<file path="config.mk">
export PLATFORM = sky130hd
export DESIGN_NAME = gec_color_pick
export DESIGN_NICKNAME = d
export VERILOG_FILES = /design/src/gec_pkg.sv /design/src/gec_color_pick.sv
export SDC_FILE = /design/constraint.sdc
export NUM_CORES = 1
export LEC_CHECK = 0
export BUFFER_PORTS_ARGS = -buffer_cell sky130_fd_sc_hd__buf_4
export CORE_AREA = 4 4 41 43
export DETAILED_ROUTE_END_ITERATION = 10
export DIE_AREA = 0 0 45 47
export GPL_TIMING_DRIVEN = 0
export PLACE_DENSITY = 0.75
export SLEW_MARGIN = 20
export SYNTH_ARGS = -nofsm -noshare
export SYNTH_HDL_FRONTEND = slang
export SYNTH_SLANG_ARGS = --single-unit
export TNS_END_PERCENT = 1
</file>
<file path="constraint.sdc">
create_clock -name vclk -period 5.7
set_input_delay 0.855 -clock vclk [all_inputs]
set_output_delay 0.855 -clock vclk [all_outputs]
set_load 0.02 [all_outputs]
</file>
<file path="src/gec_pkg.sv">
// shared constants, codes and types of the greedy element coloring unit
package gec_pkg;

  // fixed field widths of the item channels
  localparam int unsigned KindW     = 2;
  localparam int unsigned DofW      = 12;
  localparam int unsigned ElemIdxW  = 16;
  localparam int unsigned ColorOutW = 4;
  localparam int unsigned CountOutW = 5;

  // largest DOF index space the 12-bit field can address
  localparam int unsigned DofSpace = 4096;

  // parameter defaults
  localparam int unsigned NumDofsDef           = 4096;
  localparam int unsigned MaxColorsDef         = 16;
  localparam int unsigned MaxDofsPerElementDef = 32;
  localparam int unsigned MaxElementsDef       = 65536;

  // input item kinds
  typedef enum logic [KindW-1:0] {
    KindDof     = 2'd0,
    KindClose   = 2'd1,
    KindRestart = 2'd2
  } kind_e;

  // sequencer states
  typedef enum logic [2:0] {
    StClear,
    StIdle,
    StAcc,
    StChoose,
    StWalk,
    StEmit
  } state_e;

  // control of the pending DOF buffer
  typedef struct packed {
    logic push;
    logic clear;
    logic rd_en;
  } buf_ctrl_t;

endpackage

</file>
<file path="src/gec_color_pick.sv">
// lowest free color search and running color count update
module gec_color_pick import gec_pkg::*; #(
  parameter int unsigned MAX_COLORS = MaxColorsDef,
  parameter int unsigned COLW       = $clog2(MAX_COLORS),
  parameter int unsigned CIUW       = $clog2(MAX_COLORS + 1)
) (
  input  logic [MAX_COLORS-1:0] used_i,
  input  logic [CIUW-1:0]       ciu_i,
  output logic                  found_o,
  output logic [COLW-1:0]       color_o,
  output logic [CIUW-1:0]       ciu_o
);

  logic [CIUW-1:0] next_top;

  // priority encoder, lowest clear bit wins
  always_comb begin
    found_o = 1'b0;
    color_o = '0;
    for (int i = MAX_COLORS - 1; i >= 0; i--) begin
      if (!used_i[i]) begin
        found_o = 1'b1;
        color_o = COLW'(i);
      end
    end
  end

  assign next_top = CIUW'(color_o) + CIUW'(1);
  assign ciu_o    = (next_top > ciu_i) ? next_top : ciu_i;

endmodule
</file>
==> out/qor.txt <==
Setup repair after global routing missed its margin -> false
Worst hold path stage count -> 4
Met1 track utilization from global routing -> 0.162
Post-detailed-route wirelength per cell -> 10.9 um
Final worst-path cycle share -> 0.770
Number of DRC violations after detailed-routing iteration 0 -> 6
Area leader, netlist -> ha_1
Area growth from synthesis to layout -> 50.2%
Placement Cell Area -> 752 um2
Share of layout cells above drive strength 1 -> 0.358
Core Area -> 0.00130 mm2
Number of antenna cells inserted -> 0
Max Fanout on Critical Path -> 9
Total Power -> 0.0000530 W
Remaining routing DRC violations -> 0
Total negative slack -> 0 ns
Type of the setup path with the least slack -> input port to output port
Global-route wire length before repair -> 2080 um
Worst IR drop on VDD -> 0.0288 mV
Slew headroom -> 0.733
Total setup violations reported at the end of the flow -> 0
Maximum number of pins on one net before global-route repair -> 10
Syn Area/Cell -> 6.67 um2
CLK BUF -> 0
Commonest non-fill, non-tap cell in the layout -> buf_4
Data required time at the worst endpoint -> 4.85 ns
Via count of the first global-routing pass -> 533
Number of antenna violations at the first check in global routing -> 0
Switching Share -> 0.505
Transition time of the tightest slew-check pin -> 0.401 ns
DR vias -> 648
Sequential Area -> 0 um2
Post-Syn Nets -> 101
Pins over their slew limit -> 0
Outcome -> finished clean
Number of different library cells in the post-synthesis netlist -> 32
Die Footprint -> 0.00212 mm2
Overall global routing resource usage -> 0.123
Smallest setup slack after layout -> 1.31 ns
Met2 usage in global routing -> 0.237
Count of flip-flops and latches -> 0
Max-cap violations -> 0
Die Y -> 47 um
Pwr per Cell Area -> 70.5 mW/mm2
Final antenna-violating net count -> 0
Buffers inserted by post-CTS timing repair -> 0
Leakage -> 0.378 nW
Share of the yosys chip area belonging to registers -> 0
Upper clock frequency limit -> 228 MHz
Worst Setup End Kind -> output port
Worst min-delay path endpoint -> ciu_o[0]
Fin. Hold Viols -> 0
Critical path data arrival time -> 3.54 ns
Commonest cells after routing, fill and taps aside -> buf_4, nand2_1, inv_1
Part of the power in combinational logic -> 1.000
Worst Hold Launch -> ciu_i[0]
Sum of overflow across all layers after global routing -> 0
Fill cell instance count of the final layout -> 137
Most congested layer reported by global routing -> met2
Hold WC Path Type -> input port to output port
Post-route cell area -> 752 um2
Critical Path Start Type -> input port
Drt total wl -> 1320 um
Rows -> 13
Util after Layout -> 0.578
Cell types occupying the most area after synthesis -> ha_1, nand2_1, nand4_1, o32ai_4, inv_1
Clock network fraction of design power -> 0
Number of placed I/O pins -> 31
Dpl ws -> 1.31 ns
GR Util met3 -> 0
Cell internal power dissipation -> 0.0000262 W
Sequential cell fraction of total power -> 0
Placer's final routability congestion estimate -> 0.776
Final worst path period need -> 4.39 ns
Yosys warning count -> 0
Routed vias/inst -> 5.36
Post-CTS Resized -> 0
Net count of the finished layout -> 134
Number of instances in the synthesized netlist -> 75
Input/output buffers -> 31
Cell area after technology mapping -> 500 um2
Hold_buf cts -> 0
Area share of the largest cell type after synthesis -> 0.125
Starting density of the core -> 0.385
Estimated wirelength of the detail-placed design -> 1180 um
Detailed-router iteration count before antenna repair -> 4
Net Switching -> 0.0000268 W
Die Span X -> 45 um
through the flow:
stage | hold WS, ns | cells
2_1_floorplan | 1.80 | 75
3_3_place_gp | 2.02 | 121
3_5_place_dp | 2.02 | 121
4_1_cts | 2.02 | 121
5_1_grt | 2.04 | 121
6_report | 2.02 | 121
critical path, cell delays in order:
cell and delay, ns:
buf_4 0.12, nor2b_1 0.12, o2111ai_1 0.15, a211o_1 0.36, a21boi_2 0.24, mux2_2 0.19, ha_1 0.23, nor2b_1 0.13
o31ai_1 0.28, a21o_1 0.16, clkbuf_2 0.20, nor2_1 0.06, a211o_1 0.29, buf_4 0.15
power by group through the flow:
stage	Combinational, W	Sequential, W	Clock (W)
after CTS	0.0000534	0	0
final	0.0000530	0	0
after global placement	0.0000526	0	0
after floorplan	0.0000283	0	0
after detailed placement	0.0000532	0	0
after global routing	0.0000585	0	0
cell type report:
| cell class | instances | area [um2] | share of cell area |
|---|---|---|---|
| inverter | 8 | 30.0 | 0.0399 |
| multi-input combinational | 66 | 465 | 0.619 |
| timing repair buffer | 31 | 233 | 0.309 |
| tap | 15 | 18.8 | 0.0250 |
| buffer | 1 | 5.00 | 0.00666 |
layer usage:
layer	vias to the layer above	routed length, um
li1	350	-
met4	0	0
met1	282	583
met5	-	0
met2	16	659
met3	0	74
kinds of logic after synthesis:
| kind of cell | after synthesis | share of synthesized area |
|---|---|---|
| simple gates | 36 | 0.370 |
| compound gates | 21 | 0.358 |
| buf+inv | 9 | 0.0700 |
| fa+ha+maj | 5 | 0.125 |
| xor+xnor | 2 | 0.0350 |
| mux | 2 | 0.0425 |
cells in the mapped netlist (all sizes together), types with 2 or more instances:
master  number
a211o        2
a21boi       2
a21oi        4
a31oi        2
and3         2
and4         2
ha           5
inv          8
nand2       12
nand2b       2
nand3        4
nand4        5
nor2         6
nor2b        2
o31ai        2
xnor2        2
how the worst max path moves through the flow:
stage / start / slack, ns / to / cells after the start
2_1_floorplan: used_i[14] / 1.56 / ciu_o[1] / 12
6_report: used_i[15] / 1.31 / ciu_o[1] / 14
3_3_place_gp: used_i[15] / 1.34 / ciu_o[1] / 14
4_1_cts: used_i[15] / 1.29 / ciu_o[1] / 14
3_5_place_dp: used_i[15] / 1.31 / ciu_o[1] / 14
5_1_grt: used_i[15] / 1.13 / ciu_o[1] / 14
Note: power is estimated with default switching activity, not from simulation.
