## src/gec_pkg.sv

```systemverilog
// shared constants, codes and types of the greedy element coloring unit
package gec_pkg;

  // fixed field widths of the item channels
  localparam int unsigned KindW     = 2;
  localparam int unsigned DofW      = 12;
  localparam int unsigned ElemIdxW  = 16;
  localparam int unsigned ColorOutW = 4;
  localparam int unsigned CountOutW = 5;

  // largest DOF index space the 12-bit field can address
  localparam int unsigned DofSpace = 4096;

  // parameter defaults
  localparam int unsigned NumDofsDef           = 4096;
  localparam int unsigned MaxColorsDef         = 16;
  localparam int unsigned MaxDofsPerElementDef = 32;
  localparam int unsigned MaxElementsDef       = 65536;

  // input item kinds
  typedef enum logic [KindW-1:0] {
    KindDof     = 2'd0,
    KindClose   = 2'd1,
    KindRestart = 2'd2
  } kind_e;

  // sequencer states
  typedef enum logic [2:0] {
    StClear,
    StIdle,
    StAcc,
    StChoose,
    StWalk,
    StEmit
  } state_e;

  // control of the pending DOF buffer
  typedef struct packed {
    logic push;
    logic clear;
    logic rd_en;
  } buf_ctrl_t;

endpackage

```

## src/gec_pend_buf.sv

```systemverilog
// buffer of the DOFs of the open element, with fill count and overflow flag
module gec_pend_buf import gec_pkg::*; #(
  parameter int unsigned DEPTH = MaxDofsPerElementDef,
  parameter int unsigned AW    = (DEPTH > 1) ? $clog2(DEPTH) : 1,
  parameter int unsigned CNTW  = $clog2(DEPTH + 1),
  parameter int unsigned DW    = DofW
) (
  input  logic            clk_i,
  input  logic            rst_ni,
  input  buf_ctrl_t       ctrl_i,
  input  logic [DW-1:0]   wr_data_i,
  input  logic [AW-1:0]   rd_idx_i,
  output logic [DW-1:0]   rd_data_o,
  output logic [CNTW-1:0] count_o,
  output logic            ovf_o
);

  logic [DW-1:0]   mem [DEPTH];
  logic [DW-1:0]   rd_data_q;
  logic [CNTW-1:0] count_q, count_d;
  logic            ovf_q, ovf_d;
  logic            room;

  assign room = (count_q < CNTW'(DEPTH));

  always_comb begin
    count_d = count_q;
    ovf_d   = ovf_q;
    if (ctrl_i.clear) begin
      count_d = '0;
      ovf_d   = 1'b0;
    end else if (ctrl_i.push) begin
      if (room) begin
        count_d = count_q + CNTW'(1);
      end else begin
        ovf_d = 1'b1;
      end
    end
  end

  always_ff @(posedge clk_i or negedge rst_ni) begin
    if (!rst_ni) begin
      count_q <= '0;
      ovf_q   <= 1'b0;
    end else begin
      count_q <= count_d;
      ovf_q   <= ovf_d;
    end
  end

  always_ff @(posedge clk_i) begin
    if (ctrl_i.push && !ctrl_i.clear && room) begin
      mem[count_q[AW-1:0]] <= wr_data_i;
    end
    if (ctrl_i.rd_en) begin
      rd_data_q <= mem[rd_idx_i];
    end
  end

  assign rd_data_o = rd_data_q;
  assign count_o   = count_q;
  assign ovf_o     = ovf_q;

endmodule

```

## config.mk

```make
export PLATFORM = sky130hd
export DESIGN_NAME = gec_pend_buf
export DESIGN_NICKNAME = d
export VERILOG_FILES = /design/src/gec_pkg.sv /design/src/gec_pend_buf.sv
export SDC_FILE = /design/constraint.sdc
export NUM_CORES = 1
export LEC_CHECK = 0
export BUFFER_PORTS_ARGS = -buffer_cell sky130_fd_sc_hd__buf_2
export CORE_MARGIN = 4
export CORE_UTILIZATION = 30
export DETAILED_ROUTE_END_ITERATION = 10
export PLACE_DENSITY = 0.44
export RECOVER_POWER = 100
export SLEW_MARGIN = 20
export SYNTH_ARGS = -nofsm -noshare
export SYNTH_HDL_FRONTEND = slang
export SYNTH_SLANG_ARGS = --single-unit
```

## constraint.sdc

```tcl
create_clock -name clk_i -period 2.3 [get_ports clk_i]
set_input_delay 0.115 -clock clk_i [delete_from_list [all_inputs] [get_ports clk_i]]
set_output_delay 0.115 -clock clk_i [all_outputs]
set_load 0.05 [all_outputs]
```

==> results of run 1 <==
==> final cells by class <==
| cell class | instances | area (sq um) | share of cell area, % |
|---|---|---|---|
| repair buffers | 117 | 772 | 4.17 |
| flip-flops and latches | 403 | 12100 | 65.2 |
| well taps | 688 | 861 | 4.65 |
| clock buffers | 59 | 1200 | 6.49 |
| clock inverters | 21 | 129 | 0.697 |
| multi-input cells | 450 | 3460 | 18.7 |
| inverters | 2 | 7.51 | 0.0406 |
==> registers in the layout, indices dropped and copies added, names as in the netlist <==
signal / count
ovf_o: 1
count_o: 6
mem: 384
rd_data_o: 12
==> report_power, final <==
group	switching, mW	internal [mW]	total, mW
Combinational	0.622	0.273	0.894
Clock	2.76	3.76	6.53
Sequential	0.0251	8.13	8.16
==> layout by cell type, fill, tap and decap left out, types with 2 or more instances in the layout <==
| cell | instances |
|---|---|
| ha_1 | 4 |
| clkinv_1 | 13 |
| clkinv_2 | 5 |
| nor3_1 | 12 |
| buf_12 | 7 |
| nor2_1 | 42 |
| inv_1 | 2 |
| a21oi_1 | 26 |
| clkbuf_16 | 46 |
| a31oi_1 | 12 |
| clkbuf_1 | 48 |
| nand2_1 | 32 |
| clkbuf_2 | 26 |
| buf_4 | 35 |
| mux2i_1 | 192 |
| nand2b_1 | 2 |
| nand3_1 | 25 |
| dlygate4sd3_1 | 5 |
| edfxtp_1 | 396 |
| xor2_1 | 3 |
| dfrtp_1 | 7 |
| a22oi_1 | 48 |
| nand3b_1 | 3 |
| nand4_1 | 13 |
| a22o_1 | 24 |
| buf_2 | 7 |
| nor2b_4 | 2 |
==> final timing paths <==
path	startpoint	to	slack, ps	depth (start not counted)
hold / removal	rd_idx_i[3]	rd_data_o[8]$_DFFE_PP_	90	3
max in group asynchronous	rst_ni	count_o[2]$_DFFE_PN0P_	1530	3
min in group asynchronous	rst_ni	count_o[0]$_DFFE_PN0P_	510	3
setup reg to reg	count_o[5]$_DFFE_PN0P_	mem[5][2]$_DFFE_PP_	280	5
setup / recovery	count_o[5]$_DFFE_PN0P_	mem[5][2]$_DFFE_PP_	280	5
hold reg to reg	ovf_o$_DFFE_PN0P_	ovf_o$_DFFE_PN0P_	500	2
==> metal layers <==
metal / vias to the layer above / wire length, um / share of wire, % / track usage (%)
met2: 163 / 19100 / 46 / 22.6
met5: - / 0 / 0 / 0
met1: 4280 / 19400 / 47 / 20.6
met3: 53 / 1650 / 4.0 / 2.71
li1: 3810 / - / - / -
met4: 0 / 929 / 2.3 / 3.99
==> worst reg2reg max path: stages (launching register included) <==
cell      delay [ps]
dfrtp_1          410
nor2b_1          170
and2b_1          200
nand2_1          280
nor2_1           190
clkbuf_2         400
==> per-stage QoR <==
stage               instance area (sq um)  cells  total power, mW  hold slack, ps  worst slack [ps]
floorplan                           15900    907             8.81            -181              40.7
global placement                    17200   1655             9.22           -42.0               148
detailed placement                  17200   1655             9.22           -36.0               182
CTS                                 18600   1740             15.8            58.5               384
global route                        18500   1740             16.2             109               166
finish                              18500   1740             15.6            93.3               276
==> cell families after synthesis <==
family	share of synthesized area, %
buffers and inverters	2.75
AO/OA/AOI/OAI	4.92
XOR/XNOR	0.220
multiplexers	12.1
flip-flops	75.7
adder cells (fa/ha/maj)	0.314
AND/OR/NAND/NOR	4.03
==> flow_results.xml, run 1 <==
<?xml version="1.0" encoding="UTF-8"?>
<metrics>
  <group name="layout">
    <metric name="fillerInstances" unit="">4991</metric>
    <metric name="postLayoutCoreUtil" unit="%">35.2</metric>
    <metric name="synthToLayoutAreaGrowth" unit="%">16.0</metric>
    <metric name="drive_gt1_share" unit="%">13.0</metric>
    <metric name="insertedDiodeCount" unit="">0</metric>
    <metric name="net_count_reported_at_finish" unit="">1044</metric>
  </group>
  <group name="clocking">
    <metric name="post_cts_hold_buffer_count" unit="">5</metric>
    <metric name="clock_buffers_created_by_tritoncts" unit="">44</metric>
    <metric name="tritoncts" unit="">yes</metric>
    <metric name="insertion_delay" unit="ps">570</metric>
    <metric name="deepest_clock_path_buffer_count" unit="">3</metric>
    <metric name="clock_slew_at_reported_path_ffs" unit="ps">60</metric>
    <metric name="post-cts-setup-buffer-count" unit="">0</metric>
    <metric name="cts-htree-levels" unit="">2</metric>
    <metric name="post_cts_resize_count" unit="">0</metric>
    <metric name="clkSinkCount" unit="">403</metric>
    <metric name="cts_root_buffer" unit="">clkbuf_16</metric>
  </group>
  <group name="outcome">
    <metric name="status" unit="">finished, violations left</metric>
    <metric name="violations" unit="">max-capacitance violations, max-slew violations</metric>
  </group>
  <group name="critical_path">
    <metric name="path_class" unit="">reg -&gt; reg</metric>
    <metric name="crit_family" unit="">simple AND/OR/NAND/NOR gates</metric>
    <metric name="crit_slowest_cell" unit="">dfrtp_1</metric>
    <metric name="worst-endpoint-arrival" unit="ps">2220</metric>
    <metric name="crit_path_end_kind" unit="">flop</metric>
    <metric name="timing.critical_path.fanout_max" unit="">12</metric>
    <metric name="crit_path_max_incr_delay" unit="ps">410</metric>
    <metric name="critPathBufInv" unit="">1</metric>
    <metric name="worstSetupStartpointType" unit="">flop</metric>
    <metric name="cells_along_the_critical_path" unit="">nor2b_1 -&gt; and2b_1 -&gt; nand2_1 -&gt; nor2_1 -&gt; clkbuf_2</metric>
    <metric name="timing.critical_path.required" unit="ps">2500</metric>
  </group>
  <group name="synthesis">
    <metric name="synth_largest_type_area_fraction" unit="%">74.6</metric>
    <metric name="synth-seq-area-share" unit="%">75.7</metric>
    <metric name="dominant_cell_type_by_area_after_synthesis" unit="">edfxtp_1</metric>
    <metric name="postSynthAreaPerCell" unit="sq um">17.6</metric>
    <metric name="synth-main-ff-cell" unit="">edfxtp_1</metric>
    <metric name="post_synth_most_frequent_cells" unit="">396 x edfxtp_1, 192 x mux2i_1, 48 x a22oi_1</metric>
    <metric name="syn_nets" unit="">933</metric>
    <metric name="yosysMostFrequentCell" unit="">edfxtp_1</metric>
    <metric name="post_synth_main_area_contributors" unit="">edfxtp_1 75%, mux2i_1 12%, a22oi_1 2.3%, a22o_1 1.3%, dfrtp_1 1.1%</metric>
    <metric name="yosys_warnings" unit="">0</metric>
    <metric name="synth_area" unit="sq um">15900</metric>
    <metric name="ys_ff_latch" unit="">403</metric>
    <metric name="synthDistinctLibCells" unit="">33</metric>
    <metric name="synth_cells" unit="">907</metric>
    <metric name="postSynth.asyncResetShare" unit="%">1.74</metric>
    <metric name="synth-edff-count" unit="">396</metric>
  </group>
  <group name="global_route">
    <metric name="grt_antenna_before_repair" unit="">0</metric>
    <metric name="first_global_vias" unit="">8428</metric>
    <metric name="grt_first_pass_wirelength" unit="um">59800</metric>
    <metric name="grt_max_degree" unit="">38</metric>
    <metric name="grt_use_total" unit="%">14.4</metric>
    <metric name="grt_remaining_overflow" unit="">0</metric>
  </group>
  <group name="drt">
    <metric name="drt-initial-drc-count" unit="">585</metric>
    <metric name="routed_wirelength" unit="um">41000</metric>
    <metric name="route.vias.total" unit="">8306</metric>
    <metric name="vias_per_cell" unit="">4.77</metric>
    <metric name="route.antenna.remaining_nets" unit="">0</metric>
    <metric name="drc" unit="">0</metric>
    <metric name="detail_route.wl_per_cell" unit="um">23.6</metric>
    <metric name="drt_pre_antenna_iters" unit="">7</metric>
  </group>
  <group name="floorplanning">
    <metric name="floorplan.die.width" unit="um">239</metric>
    <metric name="die_area" unit="sq um">56900</metric>
    <metric name="ioPinCount" unit="">41</metric>
    <metric name="start_util" unit="%">30.3</metric>
    <metric name="placeableCoreArea" unit="sq um">52600</metric>
    <metric name="die_h" unit="um">239</metric>
    <metric name="rows" unit="">84</metric>
  </group>
  <group name="sta">
    <metric name="timing.fmax" unit="GHz">0.494</metric>
    <metric name="finalWorstPathRequiredPeriod" unit="ps">2020</metric>
    <metric name="post_route_skew" unit="ps">24.3</metric>
    <metric name="timing.setup.tns" unit="ps">0</metric>
    <metric name="final-hold-violation-count" unit="">0</metric>
    <metric name="setup_violations" unit="">0</metric>
    <metric name="timing.slew.headroom" unit="%">-26.7</metric>
    <metric name="unrepaired_setup_endpoints_after_global_routing" unit="">false</metric>
    <metric name="finalCritPeriodShare" unit="%">88.0</metric>
    <metric name="max_slew.worst_pin.slew" unit="ps">1900</metric>
    <metric name="final_max_tran_viols" unit="">396</metric>
  </group>
  <group name="placed_design">
    <metric name="gp_routability_congestion" unit="">0.749</metric>
    <metric name="port_buffers" unit="">40</metric>
    <metric name="post_detail_place_hpwl" unit="um">24900</metric>
  </group>
  <group name="pwr">
    <metric name="power.static_leakage" unit="nW">6.40</metric>
    <metric name="peakVddDrop" unit="mV">0.438</metric>
    <metric name="power_per_cell_area" unit="nW/um^2">842</metric>
  </group>
  <group name="worst_hold_path">
    <metric name="holdCritPathClass" unit="">in -&gt; reg</metric>
  </group>
  <group name="run">
    <metric name="max_cap_viol_count" unit="">12</metric>
  </group>
</metrics>
Power figures use the tool's default switching activity.
==> run 2: changes to the inputs <==
RECOVER_POWER = unset   (was 100)
==> flow_results.xml, run 2 (same netlist as run 1, synthesis figures left out) <==
<?xml version="1.0" encoding="UTF-8"?>
<metrics>
  <group name="placed_design">
    <metric name="port_buffers" unit="">40</metric>
    <metric name="gp_routability_congestion" unit="">0.749</metric>
    <metric name="post_detail_place_hpwl" unit="um">24900</metric>
    <metric name="place_inst" unit="">1655</metric>
    <metric name="dpl_cell_area" unit="sq um">17200</metric>
  </group>
  <group name="critical_path">
    <metric name="crit_path_end_kind" unit="">flop</metric>
    <metric name="worst-endpoint-arrival" unit="ps">2160</metric>
    <metric name="worstSetupStartpointType" unit="">flop</metric>
    <metric name="timing.critical_path.fanout_max" unit="">12</metric>
    <metric name="path_class" unit="">reg -&gt; reg</metric>
    <metric name="timing.critical_path.required" unit="ps">2550</metric>
  </group>
  <group name="clocking">
    <metric name="post-cts-setup-buffer-count" unit="">0</metric>
    <metric name="clock_buffers_created_by_tritoncts" unit="">44</metric>
    <metric name="insertion_delay" unit="ps">570</metric>
    <metric name="post_cts_resize_count" unit="">0</metric>
    <metric name="deepest_clock_path_buffer_count" unit="">3</metric>
    <metric name="clkSinkCount" unit="">403</metric>
    <metric name="clock_slew_at_reported_path_ffs" unit="ps">60</metric>
    <metric name="cts-htree-levels" unit="">2</metric>
    <metric name="tritoncts" unit="">yes</metric>
    <metric name="cts_root_buffer" unit="">clkbuf_16</metric>
  </group>
  <group name="pwr">
    <metric name="switching_power" unit="mW">3.42</metric>
    <metric name="power.static_leakage" unit="nW">6.54</metric>
    <metric name="internal-power" unit="mW">12.2</metric>
    <metric name="peakVddDrop" unit="mV">0.437</metric>
    <metric name="share_seq_of_total_power" unit="%">52.2</metric>
    <metric name="p_total" unit="mW">15.6</metric>
    <metric name="power.clock.fraction" unit="%">41.9</metric>
    <metric name="switching_share" unit="%">21.9</metric>
    <metric name="power_per_cell_area" unit="nW/um^2">837</metric>
    <metric name="power.share.combinational" unit="%">5.8</metric>
  </group>
  <group name="sta">
    <metric name="unrepaired_setup_endpoints_after_global_routing" unit="">false</metric>
    <metric name="setup_violations" unit="">0</metric>
    <metric name="timing.slew.headroom" unit="%">45.8</metric>
    <metric name="finalCritPeriodShare" unit="%">82.9</metric>
    <metric name="timing.fmax" unit="GHz">0.524</metric>
    <metric name="finalWorstPathRequiredPeriod" unit="ps">1910</metric>
    <metric name="post_route_skew" unit="ps">24.7</metric>
    <metric name="timing.setup.tns" unit="ps">0</metric>
    <metric name="max_slew.worst_pin.slew" unit="ps">813</metric>
    <metric name="final-hold-violation-count" unit="">0</metric>
    <metric name="final_max_tran_viols" unit="">0</metric>
  </group>
  <group name="drt">
    <metric name="route.vias.total" unit="">8320</metric>
    <metric name="detail_route.wl_per_cell" unit="um">23.5</metric>
    <metric name="drc" unit="">0</metric>
    <metric name="drt-initial-drc-count" unit="">589</metric>
    <metric name="routed_wirelength" unit="um">41000</metric>
    <metric name="route.antenna.remaining_nets" unit="">0</metric>
    <metric name="drt_pre_antenna_iters" unit="">5</metric>
    <metric name="vias_per_cell" unit="">4.78</metric>
  </group>
  <group name="global_route">
    <metric name="first_global_vias" unit="">8428</metric>
    <metric name="grt_antenna_before_repair" unit="">0</metric>
    <metric name="grt_first_pass_wirelength" unit="um">59800</metric>
    <metric name="grt_max_degree" unit="">38</metric>
    <metric name="grt_use_total" unit="%">14.4</metric>
    <metric name="grt_remaining_overflow" unit="">0</metric>
  </group>
  <group name="layout">
    <metric name="drive_gt1_share" unit="%">16.3</metric>
    <metric name="insertedDiodeCount" unit="">0</metric>
    <metric name="final_area" unit="sq um">18600</metric>
    <metric name="final_cell_mix" unit="">396 x edfxtp_1, 192 x mux2i_1, 64 x buf_4</metric>
    <metric name="layoutNonFillerInstCount" unit="">1740</metric>
    <metric name="synthToLayoutAreaGrowth" unit="%">16.8</metric>
    <metric name="postLayoutCoreUtil" unit="%">35.4</metric>
    <metric name="layout_commonest_cell" unit="">edfxtp_1</metric>
    <metric name="largest_register_ffs" unit="">384</metric>
    <metric name="net_count_reported_at_finish" unit="">1044</metric>
  </group>
  <group name="floorplanning">
    <metric name="floorplan.die.width" unit="um">239</metric>
    <metric name="start_util" unit="%">30.3</metric>
    <metric name="rows" unit="">84</metric>
    <metric name="die_h" unit="um">239</metric>
    <metric name="ioPinCount" unit="">41</metric>
    <metric name="die_area" unit="sq um">56900</metric>
    <metric name="placeableCoreArea" unit="sq um">52600</metric>
  </group>
  <group name="worst_hold_path">
    <metric name="holdCritPathClass" unit="">in -&gt; reg</metric>
  </group>
  <group name="outcome">
    <metric name="status" unit="">complete, no violations</metric>
  </group>
  <group name="run">
    <metric name="max_cap_viol_count" unit="">0</metric>
  </group>
</metrics>
-- run 2: cell count changes in the layout (fill, tap and decap cells not counted) --
cell,before,now
clkbuf_2,26,0
buf_2,7,39
clkbuf_1,48,13
buf_4,35,64
buf_12,7,8
clkbuf_4,1,0
-- run 2: layout make-up --
cell class | instances | area, sq um
fillers | 4961 | 33900
flip-flops and latches | 403 | 12100
multi-input cells | 450 | 3460
clock buffers | 59 | 1200
repair buffers | 117 | 901
well taps | 688 | 861
clock inverters | 21 | 129
inverters | 2 | 7.51
-- run 2: routing by layer --
metal	wire, um	track usage, %	share of wire [%]
met2	18900	22.6	46
met3	1900	2.71	4.6
met4	934	3.99	2.3
met5	0	0	0
met1	19200	20.6	47
-- run 2: through the flow --
stage / hold slack, ps / setup WS (ps)
CTS: 58.5 / 384
global placement: -42.0 / 148
global route: 109 / 280
finish: 83.6 / 392
floorplan: -181 / 40.7
detailed placement: -36.0 / 182
-- run 2: repair_timing --
item,in CTS,in global routing
setup endpoints to repair,0,0
hold buffers,5,0
endpoints found under the hold margin,26,0
-- run 2: final timing paths --
path	to	cells past startpoint	slack, ps	startpoint
max in group asynchronous	count_o[2]$_DFFE_PN0P_	3	1530	rst_ni
worst max-delay path	mem[3][0]$_DFFE_PP_	5	390	count_o[5]$_DFFE_PN0P_
min in group asynchronous	count_o[0]$_DFFE_PN0P_	3	510	rst_ni
worst min-delay path	rd_data_o[8]$_DFFE_PP_	3	80	rd_idx_i[3]
worst min register to register	ovf_o$_DFFE_PN0P_	2	500	ovf_o$_DFFE_PN0P_
worst max register to register	mem[3][0]$_DFFE_PP_	5	390	count_o[5]$_DFFE_PN0P_
-- run 2: power groups by stage --
| stage | Combinational (mW) | Clock (mW) | Sequential, mW |
|---|---|---|---|
| floorplan | 0.438 | 0 | 8.37 |
| global placement | 0.915 | 0 | 8.30 |
| detailed placement | 0.919 | 0 | 8.30 |
| CTS | 0.927 | 6.75 | 8.15 |
| global route | 0.972 | 7.07 | 8.15 |
| finish | 0.908 | 6.54 | 8.15 |
-- run 2: critical path, stage by stage (launching register included) --
cell and delay (ps):
dfrtp_1 410, nor2b_1 180, and2b_1 200, nand2_1 300, nor2_1 220, buf_4 270
